===== src/hw/rtl/fpcd_pkg.sv =====
// Package with the code table, command codes and controller/datapath interface types.
`default_nettype none

package fpcd_pkg;

    // Command carried in tuser of an input request.
    localparam logic CMD_DECODE = 1'b0;
    localparam logic CMD_FLUSH  = 1'b1;

    // Longest code in the table; an unmatched run of this length is dropped.
    localparam logic [2:0] MAX_CODE_LEN = 3'd7;

    // Value returned by the table lookup when no code matches.
    localparam logic [6:0] NO_LETTER = 7'd0;

    // Controller to datapath commands.
    typedef struct packed {
        logic load;      // take a new data byte
        logic flush;     // drop the unfinished code bits
        logic step;      // consume one code bit
        logic push_end;  // hand the held letter to the output as the last one
    } t_dp_cmd;

    // Datapath to controller status.
    typedef struct packed {
        logic found;       // the next code bit completes a letter
        logic held_valid;  // a decoded letter waits in the hold register
        logic out_free;    // the output register can take a letter this cycle
        logic last_bit;    // the current bit is bit 0 of the byte
    } t_dp_status;

    // Returns the ASCII letter for an exact code match, or NO_LETTER.
    function automatic logic [6:0] match_code(input logic [6:0] bits, input logic [2:0] len);
        logic [6:0] letter;
        letter = NO_LETTER;
        unique case ({len, bits})
            {3'd3, 7'd0}:   letter = 7'd101; // e
            {3'd4, 7'd2}:   letter = 7'd116; // t
            {3'd4, 7'd3}:   letter = 7'd97;  // a
            {3'd4, 7'd4}:   letter = 7'd111; // o
            {3'd4, 7'd5}:   letter = 7'd110; // n
            {3'd4, 7'd6}:   letter = 7'd114; // r
            {3'd4, 7'd7}:   letter = 7'd105; // i
            {3'd5, 7'd16}:  letter = 7'd104; // h
            {3'd5, 7'd17}:  letter = 7'd115; // s
            {3'd5, 7'd18}:  letter = 7'd100; // d
            {3'd5, 7'd19}:  letter = 7'd108; // l
            {3'd5, 7'd20}:  letter = 7'd99;  // c
            {3'd5, 7'd21}:  letter = 7'd117; // u
            {3'd5, 7'd22}:  letter = 7'd109; // m
            {3'd5, 7'd23}:  letter = 7'd102; // f
            {3'd5, 7'd24}:  letter = 7'd112; // p
            {3'd5, 7'd25}:  letter = 7'd121; // y
            {3'd5, 7'd26}:  letter = 7'd98;  // b
            {3'd5, 7'd27}:  letter = 7'd119; // w
            {3'd5, 7'd28}:  letter = 7'd103; // g
            {3'd5, 7'd29}:  letter = 7'd118; // v
            {3'd6, 7'd60}:  letter = 7'd106; // j
            {3'd6, 7'd61}:  letter = 7'd107; // k
            {3'd6, 7'd62}:  letter = 7'd120; // x
            {3'd7, 7'd126}: letter = 7'd113; // q
            {3'd7, 7'd127}: letter = 7'd122; // z
            default:        letter = NO_LETTER;
        endcase
        return letter;
    endfunction

endpackage

`default_nettype wire


===== src/hw/rtl/fpcd_dp.sv =====
// Datapath: byte shifter, code accumulator, letter hold register and output register.
`default_nettype none

module fpcd_dp (
    input  wire                  i_clk,
    input  wire                  i_rst_n,
    input  fpcd_pkg::t_dp_cmd    i_cmd,
    output fpcd_pkg::t_dp_status o_status,
    input  wire [7:0]            i_byte,
    output logic                 o_m_tvalid,
    input  wire                  i_m_tready,
    output logic [7:0]           o_m_tdata,   // [6:0] letter, [7] zero
    output logic                 o_m_tlast    // last letter of the byte
);
    import fpcd_pkg::*;

    logic [7:0] r_byte;
    logic [2:0] r_bitcnt;
    logic [5:0] r_acc;
    logic [2:0] r_cnt;
    logic [6:0] r_held;
    logic       r_held_valid;
    logic [6:0] r_out_letter;
    logic       r_out_last;
    logic       r_out_valid;

    logic [6:0] n_acc;
    logic [2:0] n_cnt;
    logic [6:0] w_letter;
    logic       w_found;
    logic       w_out_free;
    logic       w_push;

    // Extend the unfinished code by the current bit and look it up.
    always_comb begin
        n_acc    = {r_acc, r_byte[7]};
        n_cnt    = r_cnt + 3'd1;
        w_letter = match_code(n_acc, n_cnt);
        w_found  = (w_letter != NO_LETTER);
    end

    assign w_out_free = !r_out_valid || i_m_tready;
    assign w_push     = (i_cmd.step && w_found && r_held_valid) || i_cmd.push_end;

    assign o_status.found      = w_found;
    assign o_status.held_valid = r_held_valid;
    assign o_status.out_free   = w_out_free;
    assign o_status.last_bit   = (r_bitcnt == 3'd7);

    // Byte shifter and bit counter.
    always_ff @(posedge i_clk) begin
        if (i_cmd.load) begin
            r_byte   <= i_byte;
            r_bitcnt <= 3'd0;
        end else if (i_cmd.step) begin
            r_byte   <= {r_byte[6:0], 1'b0};
            r_bitcnt <= r_bitcnt + 3'd1;
        end
    end

    // Unfinished code bits; cleared after a letter or a run of the longest length.
    always_ff @(posedge i_clk) begin
        if (!i_rst_n || i_cmd.flush) begin
            r_acc <= '0;
            r_cnt <= '0;
        end else if (i_cmd.step) begin
            if (w_found || n_cnt >= MAX_CODE_LEN) begin
                r_acc <= '0;
                r_cnt <= '0;
            end else begin
                r_acc <= n_acc[5:0];
                r_cnt <= n_cnt;
            end
        end
    end

    // The newest letter waits here until it is known whether it ends the byte.
    always_ff @(posedge i_clk) begin
        if (!i_rst_n) begin
            r_held_valid <= 1'b0;
        end else if (i_cmd.step && w_found) begin
            r_held_valid <= 1'b1;
        end else if (i_cmd.push_end) begin
            r_held_valid <= 1'b0;
        end
    end

    always_ff @(posedge i_clk) begin
        if (i_cmd.step && w_found) begin
            r_held <= w_letter;
        end
    end

    // Output register.
    always_ff @(posedge i_clk) begin
        if (!i_rst_n) begin
            r_out_valid <= 1'b0;
        end else if (w_push) begin
            r_out_valid <= 1'b1;
        end else if (i_m_tready) begin
            r_out_valid <= 1'b0;
        end
    end

    always_ff @(posedge i_clk) begin
        if (w_push) begin
            r_out_letter <= r_held;
            r_out_last   <= i_cmd.push_end;
        end
    end

    assign o_m_tvalid = r_out_valid;
    assign o_m_tdata  = {1'b0, r_out_letter};
    assign o_m_tlast  = r_out_last;

    // At most six code bits ever stay pending.
    a_cnt_range: assert property (@(posedge i_clk) disable iff (!i_rst_n)
        r_cnt <= 3'd6)
        else $error("pending bit count out of range");

    // A completed letter restarts decoding at the root.
    a_root_after_letter: assert property (@(posedge i_clk) disable iff (!i_rst_n)
        i_cmd.step && w_found |=> r_cnt == 3'd0 && r_acc == 6'd0)
        else $error("decoder not back at root after a letter");

    // A flush drops every unfinished bit.
    a_flush_clears: assert property (@(posedge i_clk) disable iff (!i_rst_n)
        i_cmd.flush |=> r_cnt == 3'd0 && r_acc == 6'd0)
        else $error("flush left pending bits");

    // A letter is only moved to the output when the output register has room.
    a_push_room: assert property (@(posedge i_clk) disable iff (!i_rst_n)
        w_push |-> w_out_free)
        else $error("letter pushed over a waiting result");

endmodule

`default_nettype wire


===== src/hw/rtl/fpcd_ctrl.sv =====
// Controller: state machine that sequences the eight bits of each byte.
`default_nettype none

module fpcd_ctrl (
    input  wire                  i_clk,
    input  wire                  i_rst_n,
    input  wire                  i_s_tvalid,
    output logic                 o_s_tready,
    input  wire                  i_command,
    input  fpcd_pkg::t_dp_status i_status,
    output fpcd_pkg::t_dp_cmd    o_cmd
);
    import fpcd_pkg::*;

    localparam logic [1:0] S_IDLE = 2'd0;
    localparam logic [1:0] S_BIT  = 2'd1;
    localparam logic [1:0] S_END  = 2'd2;

    logic [1:0] r_state;
    logic [1:0] n_state;

    // Next state and datapath commands.
    always_comb begin
        n_state    = r_state;
        o_cmd      = '0;
        o_s_tready = 1'b0;
        unique case (r_state)
            S_IDLE: begin
                o_s_tready = 1'b1;
                if (i_s_tvalid) begin
                    if (i_command == CMD_FLUSH) begin
                        o_cmd.flush = 1'b1;
                    end else begin
                        o_cmd.load = 1'b1;
                        n_state    = S_BIT;
                    end
                end
            end
            S_BIT: begin
                // Hold the bit while an earlier letter cannot leave the hold register.
                if (!(i_status.found && i_status.held_valid && !i_status.out_free)) begin
                    o_cmd.step = 1'b1;
                    if (i_status.last_bit) begin
                        n_state = S_END;
                    end
                end
            end
            S_END: begin
                if (!i_status.held_valid) begin
                    n_state = S_IDLE;
                end else if (i_status.out_free) begin
                    o_cmd.push_end = 1'b1;
                    n_state        = S_IDLE;
                end
            end
            default: begin
                n_state = S_IDLE;
            end
        endcase
    end

    // State register.
    always_ff @(posedge i_clk) begin
        if (!i_rst_n) begin
            r_state <= S_IDLE;
        end else begin
            r_state <= n_state;
        end
    end

    // Requests are taken only in the idle state.
    a_ready_idle: assert property (@(posedge i_clk) disable iff (!i_rst_n)
        o_s_tready |-> r_state == S_IDLE)
        else $error("request taken while busy");

    // A data byte always leads to bit processing.
    a_load_to_bit: assert property (@(posedge i_clk) disable iff (!i_rst_n)
        o_cmd.load |=> r_state == S_BIT)
        else $error("loaded byte not processed");

    // The idle state never holds a decoded letter.
    a_idle_empty: assert property (@(posedge i_clk) disable iff (!i_rst_n)
        r_state == S_IDLE |-> !i_status.held_valid)
        else $error("letter left behind in idle");

endmodule

`default_nettype wire


===== src/hw/rtl/fixed_prefix_code_letter_decoder.sv =====
// Top level of the fixed prefix-code letter decoder.
//
// Input requests arrive on the slave stream: tdata carries a coded byte, read from
// bit 7 down to bit 0, and tuser selects decode (0) or flush (1). A flush drops the
// unfinished code bits and gives no result. Each decoded lower-case
// letter leaves on the master stream as ASCII in tdata[6:0]; tlast marks the last
// letter that a byte produced. A byte gives zero to three letters.
// A data byte is accepted in the idle state. Its eight bits then walk through the
// code table one per cycle while the output is not stalled, and the end state hands
// on its last letter. A letter shows on the output in the cycle after the bit that
// completes the following letter, or when the end state hands on the byte's last
// letter, since a letter is held until it is known whether it ends the byte.
// When the receiver stalls, one letter waits in the output register and one in the
// hold register; bit processing then pauses, and the next request is taken once the
// byte is done. Unfinished code bits carry over from byte to byte.
// Reset (synchronous, active low) returns the decoder to the root of the code and
// empties the output.
`default_nettype none

module fixed_prefix_code_letter_decoder (
    input  wire        i_clk,
    input  wire        i_rst_n,
    input  wire        i_s_tvalid,
    output logic       o_s_tready,
    input  wire [7:0]  i_s_tdata,   // [7:0] data_byte
    input  wire [0:0]  i_s_tuser,   // [0] command
    output logic       o_m_tvalid,
    input  wire        i_m_tready,
    output logic [7:0] o_m_tdata,   // [6:0] letter, [7] zero
    output logic       o_m_tlast    // last
);
    import fpcd_pkg::*;

    t_dp_cmd    w_cmd;
    t_dp_status w_status;

    fpcd_ctrl u_ctrl (
        .i_clk      (i_clk),
        .i_rst_n    (i_rst_n),
        .i_s_tvalid (i_s_tvalid),
        .o_s_tready (o_s_tready),
        .i_command  (i_s_tuser[0]),
        .i_status   (w_status),
        .o_cmd      (w_cmd)
    );

    fpcd_dp u_dp (
        .i_clk      (i_clk),
        .i_rst_n    (i_rst_n),
        .i_cmd      (w_cmd),
        .o_status   (w_status),
        .i_byte     (i_s_tdata),
        .o_m_tvalid (o_m_tvalid),
        .i_m_tready (i_m_tready),
        .o_m_tdata  (o_m_tdata),
        .o_m_tlast  (o_m_tlast)
    );

endmodule

`default_nettype wire

===== config.mk =====
export PLATFORM = sky130hd
export DESIGN_NAME = fixed_prefix_code_letter_decoder
export DESIGN_NICKNAME = d
export VERILOG_FILES = /design/src/hw/rtl/fpcd_pkg.sv /design/src/hw/rtl/fpcd_dp.sv /design/src/hw/rtl/fpcd_ctrl.sv /design/src/hw/rtl/fixed_prefix_code_letter_decoder.sv
export SDC_FILE = /design/constraint.sdc
export NUM_CORES = 1
export LEC_CHECK = 0
export ABC_CLOCK_PERIOD_IN_PS = 11200
export BUFFER_PORTS_ARGS = -buffer_cell sky130_fd_sc_hd__buf_2
export CORE_MARGIN = 2
export CORE_UTILIZATION = 45
export DETAILED_ROUTE_END_ITERATION = 10
export GPL_ROUTABILITY_DRIVEN = 0
export SLEW_MARGIN = 30
export SYNTH_ARGS = -nofsm -noshare
export SYNTH_HDL_FRONTEND = slang
export SYNTH_HIERARCHICAL = 1
export SYNTH_SLANG_ARGS = --single-unit

===== constraint.sdc =====
create_clock -name i_clk -period 11.2 [get_ports i_clk]
set_clock_uncertainty 0.2 [all_clocks]
set_input_delay 1.12 -clock i_clk [delete_from_list [all_inputs] [get_ports i_clk]]
set_output_delay 1.12 -clock i_clk [all_outputs]
set_load 0.005 [all_outputs]

# After elaboration in Yosys (flattened, before gate mapping)
# Index checks and enable logic that the tools add are counted.
# classes
n_lt_le_gt_ge	1
reduce_logical	17
n_eq_ne	34
n_addsub	2
n_mux	26
# ops
op	count
10-bit == test, second input constant	25
7-bit one-hot mux with 26 select lines	1
2-bit two-way mux	8
8-bit two-way mux	2
1-bit two-way mux	12
10-bit by 9-bit == test with 1-bit output, second input constant	1
7-bit nonzero test	1
3-bit by 1-bit adder with 3-bit output, second input constant	2
6-bit two-way mux	1
2-bit inequality test, second input constant	3
2-bit one-hot mux with 3 select lines	1
2-bit nonzero test	3
5-bit AND reduction	1
1-bit logical AND	4
1-bit logical OR	4
3-bit == test, second input constant	1
3-bit greater-or-equal comparator, second input constant	1
1-bit zero test	3
3-bit two-way mux	1
3-bit inequality test, second input constant	1
2-bit by 1-bit == test with 1-bit output, second input constant	1
2-bit == test, second input constant	1
2-bit zero test	1
2-bit by 1-bit inequality test with 1-bit output, second input constant	1
# totals
register_bits	39
out_inout_bits	11
input_bits	13

# Depth between registers and ports, before layout
# depth
ltp_word	12
mapped_depth	18

# Cells and area by module
# The synthesis kept the hierarchy.
# by_module_without_submodules
module	n_inst	area_per_inst_um2	cells_per_inst
fpcd_dp	1	2054.5	202
fpcd_ctrl	1	141.4	15

# Worst setup path before layout
# No wires, ideal clock.
# synth_timing
path_kind	register to register
from	register u_dp.r_cnt[0]
to	register u_dp.r_acc[0]
setup_time_ps	62
path_buffers	4
setup_slack_ps	7410
synth_period_minus_slack_ps	3790
t_arrival_ps	3528
stages_incl_launch_ff	19
required_time_ps	10938
cell_sequence	dfxtp_1 -> buf_2 -> inv_1 -> ha_1 -> and3b_1 -> and4_1 -> o211a_1 -> a2111oi_4 -> nand3b_1 -> buf_4 -> and3b_1 -> nor3b_1 -> clkbuf_1 -> nand3b_1 -> a21oi_1 -> nor2b_1 -> and3_1 -> buf_6 -> a22o_1
# synth_lines
element	line_no	source
start: declaration	fpcd_dp.sv:20	logic [2:0] r_cnt;
start signal: assignment	fpcd_dp.sv:72	r_cnt <= n_cnt;
end signal: assignment	fpcd_dp.sv:71	r_acc <= n_acc[5:0];
end: declaration	fpcd_dp.sv:19	logic [5:0] r_acc;

==> impl_metrics.csv <==
group,metric,value,unit
pwr,seqPwrFrac,55.9,%
global_routing,grt_pass1_vias,1473,
clock_network,post-cts-setup-buffers,0,
drt,wl,4296,um
drt,drt_first_pass_iters,4,
pwr,swShare,23.65,%
cells_and_area,seq_area,950.9,sq um
clock_network,cts-buffers-inserted,5,
job,max_cap_violations,0,
worst_setup_path,reg2reg_depth,14,
logic_synthesis,yosysWarnings,6,
worst_setup_path,crit_fanout,13,
sta,rsz0062_at_grt,"false",
floorplan,ios,24,
global_routing,grt_max_degree,27,
sta,hold_violations,0,
drt,antenna_left,0,
floorplan,die_h,73.86,um
clock_network,clock-root-buffer,"clkbuf_8",
sta,slew-limit-headroom,52.44,%
global_routing,grtUsageTotal,16.77,%
cells_and_area,fillers,439,
pwr,power_density,116.7,nW/um^2
hold_path,whs_path_depth,0,
logic_synthesis,netlist.area_leader.share,28.72,%
logic_synthesis,netlist_area,2196,sq um
logic_synthesis,syn_nets,234,
logic_synthesis,syn_inst,217,
sta,min_period,4.218,ns
pwr,total_power,0.2822,mW
logic_synthesis,synthDistinctLibCells,61,
worst_setup_path,required,11.23,ns
logic_synthesis,synth_commonest_cells,"edfxtp_1 (21), dfxtp_1 (16), nand2_1 (13), nor2_1 (12)",
drt,drtIter0Drc,96,
global_routing,gr-total-overflow,0,
cells_and_area,layout-drive-gt1-share,20.87,%
clock_network,clock_sinks,37,
pwr,switching_power,0.06674,mW
clock_network,holdBufCountCts,0,
global_routing,grt_use_met1,23.52,%
pwr,p_leak,0.8960,nW
hold_path,hold_path.class,"reg -> reg",
clock_network,cts.clk_slew.worst_paths,0.08,ns
global_routing,grt_antenna_before_repair,0,
pwr,p_comb_share,10.6,%
clock_network,clk_latency,0.29,ns
drt,via_per_inst,5.646,
logic_synthesis,synth.most_common_cell,"edfxtp_1",
cells_and_area,diodes,0,
worst_setup_path,start_kind,"register",
placed_design,port-buffer-count,22,
drt,vias,1677,
placed_design,placed_area,2325,sq um
logic_synthesis,syn_area_per_cell,10.12,sq um
logic_synthesis,ys_ff_latch,37,
worst_setup_path,path_class,"reg -> reg",
logic_synthesis,synthArstFlopShare,0,%
floorplan,die_w,73.86,um
floorplan,rows,25,
run_status,status,"complete, no violations",
global_routing,use_met2,25.30,%
sta,min_period_over_period,37.66,%
global_routing,grt_pass1_wl,6975,um
floorplan,coreArea,4723,sq um
clock_network,cts_htree_levels,2,
global_routing,grt-busiest-layer,"met2",
sta,max_freq,0.2371,GHz
drt,wl_per_cell,14.46,um
pwr,vdd_drop_max,46.26,uV
clock_network,cts_tree,"built",
pwr,internal_power,0.2154,mW
logic_synthesis,yosys_most_used_dff,"edfxtp_1",
floorplan,die_area,5455,sq um
logic_synthesis,synth_edf_count,21,
cells_and_area,syn_to_final_growth,10.09,%
cells_and_area,fin_nets,246,
floorplan,initial_utilization,46.49,%
sta,setup_viol,0,
cells_and_area,stdcell_area,2417,sq um
pwr,pwr-share-clk,33.6,%
logic_synthesis,synthTopCellsByArea,"edfxtp_1 (29%), dfxtp_1 (15%), mux2_2 (3.6%), a22o_1 (3.2%), ha_1 (2.3%)",
sta,worst_pin_slew,0.7105,ns
clock_network,ctsResizeCount,0,
logic_synthesis,synth.largest_area_cell,"edfxtp_1",
worst_setup_path,cp.arrival,4.25,ns
cells_and_area,multi_input_area,1150,sq um
worst_setup_path,crit_path_end_kind,"register",
drt,drc,0,
sta,setup_tns,0,ns
global_routing,use_met3,3.704,%
logic_synthesis,ys_seq_area_share,43.30,%
placed_design,dp_hpwl,3018,um
clock_network,cts_buffer_depth,2,
sta,slew_violations,0,
==> cell families after synthesis <==
| group | Yosys count | share of synthesized area (%) |
|---|---|---|
| buf+inv | 23 | 5.242 |
| fa+ha+maj | 4 | 2.279 |
| mux | 10 | 4.958 |
| other cells | 1 | 0.1708 |
| xor+xnor | 5 | 1.995 |
| flops | 37 | 43.30 |
| compound gates | 50 | 17.61 |
| simple gates | 87 | 24.44 |
==> cell usage in the layout, fill, tap and decap left out, types with 2 or more instances in the layout <==
cell type,count
nor2_1,12
nand3b_1,2
nand2b_1,5
nand4_1,5
o41ai_1,2
a22o_1,8
ha_1,4
mux2_2,7
nor4bb_1,2
o211ai_1,2
xor2_1,2
a21oi_1,9
and3_1,6
a31oi_1,3
clkbuf_8,6
o22ai_1,3
nor4b_4,2
dfxtp_1,16
edfxtp_1,21
inv_1,4
mux2i_1,3
buf_4,2
and3b_1,3
o21ai_0,5
buf_2,22
nand3_1,8
o21a_1,2
nor3_1,5
xnor2_1,3
nor3b_1,2
a32oi_1,2
and2_1,4
a31o_1,2
nand2_1,13
nor2b_1,7
==> final cells by class <==
class                   count  area share [%]
clock buffers               7           3.571
clock inverters             1          0.2588
inverters                   4          0.6211
multi-input cells         157           47.57
flip-flops and latches     37           39.34
well taps                  67           3.468
repair buffers             24           5.176
==> power groups by stage <==
stage | combinational [mW] | sequential [mW] | clock, mW
after floorplan | 0.0245 | 0.157 | 0
after global placement | 0.0288 | 0.160 | 0
after detailed placement | 0.0298 | 0.161 | 0
after CTS | 0.0302 | 0.158 | 0.0992
after global routing | 0.0334 | 0.159 | 0.104
final | 0.0298 | 0.158 | 0.0947
==> registers in the layout, summed over array words and instances (netlist names) <==
name / cells
u_dp/o_m_tlast: 1
u_dp/r_byte: 8
u_dp/r_cnt: 3
u_dp/r_held_valid: 1
u_dp/o_m_tvalid: 1
u_dp/r_acc: 6
u_dp/r_bitcnt: 3
u_dp/r_out_letter: 6
u_dp/r_held: 6
u_ctrl/r_state: 2
==> routing by layer <==
metal	share of wire [%]	up-vias
met5	0	-
met4	1.2	0
met3	3.9	5
met2	46	39
met1	49	792
li1	-	841
==> path summary, 6_finish.rpt <==
check | to | slack [ns] | from
hold / removal | u_dp/r_out_letter[4]$_DFFE_PP_ | 0.21 | u_dp/r_held[4]$_DFFE_PP_
setup / recovery | u_dp/r_acc[0]$_SDFFE_PP0P_ | 6.98 | u_dp/r_cnt[0]$_SDFFE_PP0P_
hold reg to reg | u_dp/r_out_letter[4]$_DFFE_PP_ | 0.21 | u_dp/r_held[4]$_DFFE_PP_
setup reg to reg | u_dp/r_acc[0]$_SDFFE_PP0P_ | 6.98 | u_dp/r_cnt[0]$_SDFFE_PP0P_
==> through the flow <==
| step | setup slack (ns) | instances | utilization [%] | hold slack, ns |
|---|---|---|---|---|
| floorplan | 7.410 | 217 | - | 0.2003 |
| global placement | 7.209 | 289 | 48.93 | 0.2026 |
| detailed placement | 7.043 | 289 | 49.22 | 0.2072 |
| CTS | 6.998 | 297 | 51.18 | 0.2151 |
| global route | 6.499 | 297 | 51.18 | 0.2291 |
| finish | 6.982 | 297 | 51.18 | 0.2113 |
==> worst max-delay path: stages, from the launching register on <==
cell,delay [ns]
dfxtp_1,0.58
inv_1,0.09
ha_1,0.46
and3b_1,0.24
and4_1,0.24
o211a_1,0.16
a2111oi_4,0.35
nand3b_1,0.11
and3b_1,0.23
nor3b_1,0.42
nand3b_1,0.17
a21oi_1,0.18
nor2b_1,0.21
and3_1,0.33
a22o_1,0.18
Note: power is estimated with default switching activity, not from simulation.
